**src/rtl/bdq_pkg.sv**
```systemverilog
// ============================================================================
// bdq_pkg
// Shared types, codes and defaults for the bounded deque with remove.
// ============================================================================
`default_nettype none

package bdq_pkg;

    // Default capacity and derived widths
    localparam int DEPTH_DEF = 16;
    localparam int CNT_W_DEF = $clog2(DEPTH_DEF + 1);

    // Fixed payload widths
    localparam int DATA_W = 32;
    localparam int ACT_W  = 3;
    localparam int ST_W   = 2;

    // Action codes
    localparam logic [ACT_W-1:0] ACT_PUSH         = 3'd0;
    localparam logic [ACT_W-1:0] ACT_POP          = 3'd1;
    localparam logic [ACT_W-1:0] ACT_APPEND       = 3'd2;
    localparam logic [ACT_W-1:0] ACT_REMOVE_FIRST = 3'd3;
    localparam logic [ACT_W-1:0] ACT_REMOVE_ALL   = 3'd4;
    localparam logic [ACT_W-1:0] ACT_CLEAR        = 3'd5;

    // Status codes
    localparam logic [ST_W-1:0] ST_OK        = 2'd0;
    localparam logic [ST_W-1:0] ST_EMPTY     = 2'd1;
    localparam logic [ST_W-1:0] ST_NOT_FOUND = 2'd2;
    localparam logic [ST_W-1:0] ST_FULL      = 2'd3;

    // Sequencer states
    typedef enum logic [2:0] {
        S_IDLE,
        S_EXEC,
        S_POP,
        S_SCAN,
        S_RESP
    } state_t;

endpackage

`default_nettype wire

```
**src/rtl/bdq_store.sv**
```systemverilog
// ============================================================================
// bdq_store
// Entry memory: one write port and one read port with registered read data.
// ============================================================================
`default_nettype none

module bdq_store
    import bdq_pkg::*;
#(
    parameter int DEPTH = DEPTH_DEF,
    parameter int IDX_W = $clog2(DEPTH)
)(
    input  wire logic              clk,
    input  wire logic              wr_en,
    input  wire logic [IDX_W-1:0]  wr_addr,
    input  wire logic [DATA_W-1:0] wr_data,
    input  wire logic              rd_en,
    input  wire logic [IDX_W-1:0]  rd_addr,
    output logic      [DATA_W-1:0] rd_data
);

    logic [DATA_W-1:0] mem [DEPTH];
    logic [DATA_W-1:0] rd_data_reg;

    // Write port
    always_ff @(posedge clk)
    begin
        if (wr_en)
        begin
            mem[wr_addr] <= wr_data;
        end
    end

    // Registered read port
    always_ff @(posedge clk)
    begin
        if (rd_en)
        begin
            rd_data_reg <= mem[rd_addr];
        end
    end

    assign rd_data = rd_data_reg;

endmodule

`default_nettype wire

```
**config.mk**
```make
export PLATFORM = sky130hd
export DESIGN_NAME = bdq_store
export DESIGN_NICKNAME = d
export VERILOG_FILES = /design/src/rtl/bdq_pkg.sv /design/src/rtl/bdq_store.sv
export SDC_FILE = /design/constraint.sdc
export NUM_CORES = 1
export LEC_CHECK = 0
export ABC_CLOCK_PERIOD_IN_PS = 4200
export BUFFER_PORTS_ARGS = -buffer_cell sky130_fd_sc_hd__buf_4
export CAP_MARGIN = 20
export CORE_ASPECT_RATIO = 0.5
export CORE_MARGIN = 4
export CORE_UTILIZATION = 37
export DETAILED_ROUTE_END_ITERATION = 6
export GPL_TIMING_DRIVEN = 0
export HOLD_SLACK_MARGIN = 0.1
export SYNTH_ARGS = -nofsm -noshare
export SYNTH_HDL_FRONTEND = slang
export SYNTH_SLANG_ARGS = --single-unit
```
**constraint.sdc**
```tcl
create_clock -name clk -period 4.2 [get_ports clk]
set_input_delay 0.42 -clock clk [delete_from_list [all_inputs] [get_ports clk]]
set_output_delay 0.42 -clock clk [all_outputs]
set_load 0.01 [all_outputs]
```
==> impl_metrics.toml <==
[outcome]
outcome = "completed"

[routing]
drc = 0
wl_met3_um = 2590
drt-total-wl_um = 44700
first_pass_iters = 4
highest-signal-layer = "met4"
drt-wirelength-per-cell_um = 25.7
vias_per_cell = 5.36
first_iter_violations = 906
ant_nets = 0
route.vias.total = 9297
route.met2.wl_um = 22600
met1Wirelength_um = 18600

[sta]
grt_setup_unrepaired = "no"
finalClockSkew_ns = 0.0155
finalHoldViolCount = 0
relSlewSlack_pct = 30.3
period_minus_slack_ns = 2.04
finalCritPeriodShare_pct = 48.6
final_max_slew_viol_count = 0
timing.final.ws_setup_ns = 2.16
fmax_mhz = 490
tightest_slew_ns = 1.05
setup_viol = 0
timing.setup.tns_ns = 0

[clock_network]
insertion_delay_ns = 0.56
cts_hold_buf = 0
path_clk_slew_ns = 0.07
clockBufferDepth = 3
cts_resized = 0
cts_max_level = 2
numClockSinks = 544
root_buffer = "clkbuf_16"
cts_tree = "done"
cts_buffers = 51
cts_setup_buffers = 0

[placed_design]
pre_cts_ws_ns = 1.60
routabilityCongestion = 0.719
io_buffers = 72
placed_area_um2 = 22200
hpwl_um = 27700

[cells_and_area]
diodes = 0
mostFrequentLayoutCell = "edfxtp_1"
drive_above_1_share_pct = 31.3
mostFrequentLayoutCells = "544 x edfxtp_1, 128 x mux4_2, 83 x buf_4, 64 x a22oi_1, 53 x clkbuf_16"
area_delta_synth_final_pct = 17.3
largest_reg_flops = 512
fin_area_um2 = 23700
nets = 1033

[worst_setup_path]
reg2reg_slack_ns = 2.71
worstPathRequired_ns = 4.48
crit_fanout = 7
endpoint_kind = "register"
critPathKind = "in2reg"
cp-start-kind = "input pin"
arrival_ns = 2.32

[global_route]
grt_overflow = 0
grt_use_total_pct = 15.2
first_global_vias = 10000
grt_pass1_wl_um = 66200
antenna_found_initial = 0
grt_max_degree = 33

[power_and_ir_drop]
leakagePower_uw = 0.00746
power.density_nw_per_um2 = 464
irDropWorstVdd_v = 0.000297

[logic_synthesis]
ys_warn_count = 0
ys_types = 17
ys_seq_area_share_pct = 81.0
synth_area_um2 = 20200
synth_cells = 838
ys_ff_latch = 544
syn_nets = 881
synth_area_per_cell_um2 = 24.1

[floorplanning]
fp-row-count = 60
dieHeight_um = 173
io_pins = 75
die_area_um2 = 58600
design.core.area_um2 = 53800
die_w_um = 338
start_util_pct = 37.5

[hold_path]
hold_class = "in2reg"

[flow_run]
cap_violations = 0
## cell families (layout without fill, tap and decap cells)
kind of cell	count (synthesis)	count (layout)	share of synthesized area (%)
and+or+nand+nor	59	59	1.25
AOI/OAI and AO/OA	64	64	2.38
DFF	544	544	81.0
muxes	128	128	14.3
buffers and inverters	43	228	1.10
## Yosys cell counts
| cell type | n | share of area (%) |
|---|---|---|
| buf_4 | 11 | 0.41 |
| and2_1 | 1 | 0.031 |
| nor2b_1 | 2 | 0.062 |
| buf_1 | 9 | 0.17 |
| or3b_2 | 1 | 0.043 |
| clkbuf_1 | 17 | 0.32 |
| nor2_1 | 13 | 0.24 |
| buf_6 | 2 | 0.11 |
| mux4_2 | 128 | 14 |
| nand3_1 | 1 | 0.025 |
| a22oi_1 | 64 | 2.4 |
| nor3_1 | 4 | 0.099 |
| buf_2 | 4 | 0.099 |
| nand3b_1 | 2 | 0.074 |
| nand2b_1 | 2 | 0.062 |
| edfxtp_1 | 544 | 81 |
| nand2_1 | 33 | 0.61 |
## routing by layer
metal | global-route usage, % | vias to the layer above
met5 | 0 | -
met4 | 3.85 | 0
met3 | 2.45 | 69
met2 | 26.0 | 320
met1 | 20.6 | 4985
li1 | - | 3923
## path summary, 6_finish.rpt
kind,startpoint,cells after the start,endpoint
worst max-delay path,wr_addr[2],5,mem[0][10]
worst min-delay path,wr_data[10],1,mem[5][10]
worst max register to register,mem[11][17],3,rd_data[17]
worst min register to register,mem[15][27],3,rd_data[27]
## stage by stage
| stage | std cells | hold slack (ns) | util (%) | total power [uW] |
|---|---|---|---|---|
| after floorplan | 838 | 0.519 | - | 6560 |
| after global placement | 1623 | 0.704 | 40.1 | 6820 |
| after detailed placement | 1650 | 0.720 | 41.2 | 6860 |
| after CTS | 1736 | 0.119 | 44.0 | 11100 |
| after global routing | 1736 | 0.140 | 44.0 | 11400 |
| final | 1736 | 0.151 | 44.0 | 11000 |
## report_power, final
group,internal (uW),switching (uW)
registers,6120,30.5
clock network,2410,1850
logic,249,340
total,8770,2220
## final cells by class
type                       instances  area (um2)
timing repair buffer              99         983
multi-input combinational        251        3730
fill                            4461       30200
clock buffer                      66        1380
sequential                       544       16300
buffer                            43         223
tap                              713         892
clock inverter                    20         136
## worst max-delay path, stage by stage
cell    delay [ns]
buf_4         0.12
or3b_2        0.58
nor3_2        0.76
buf_6         0.26
buf_6         0.16
No activity file was read; power rests on OpenSTA's default activity.
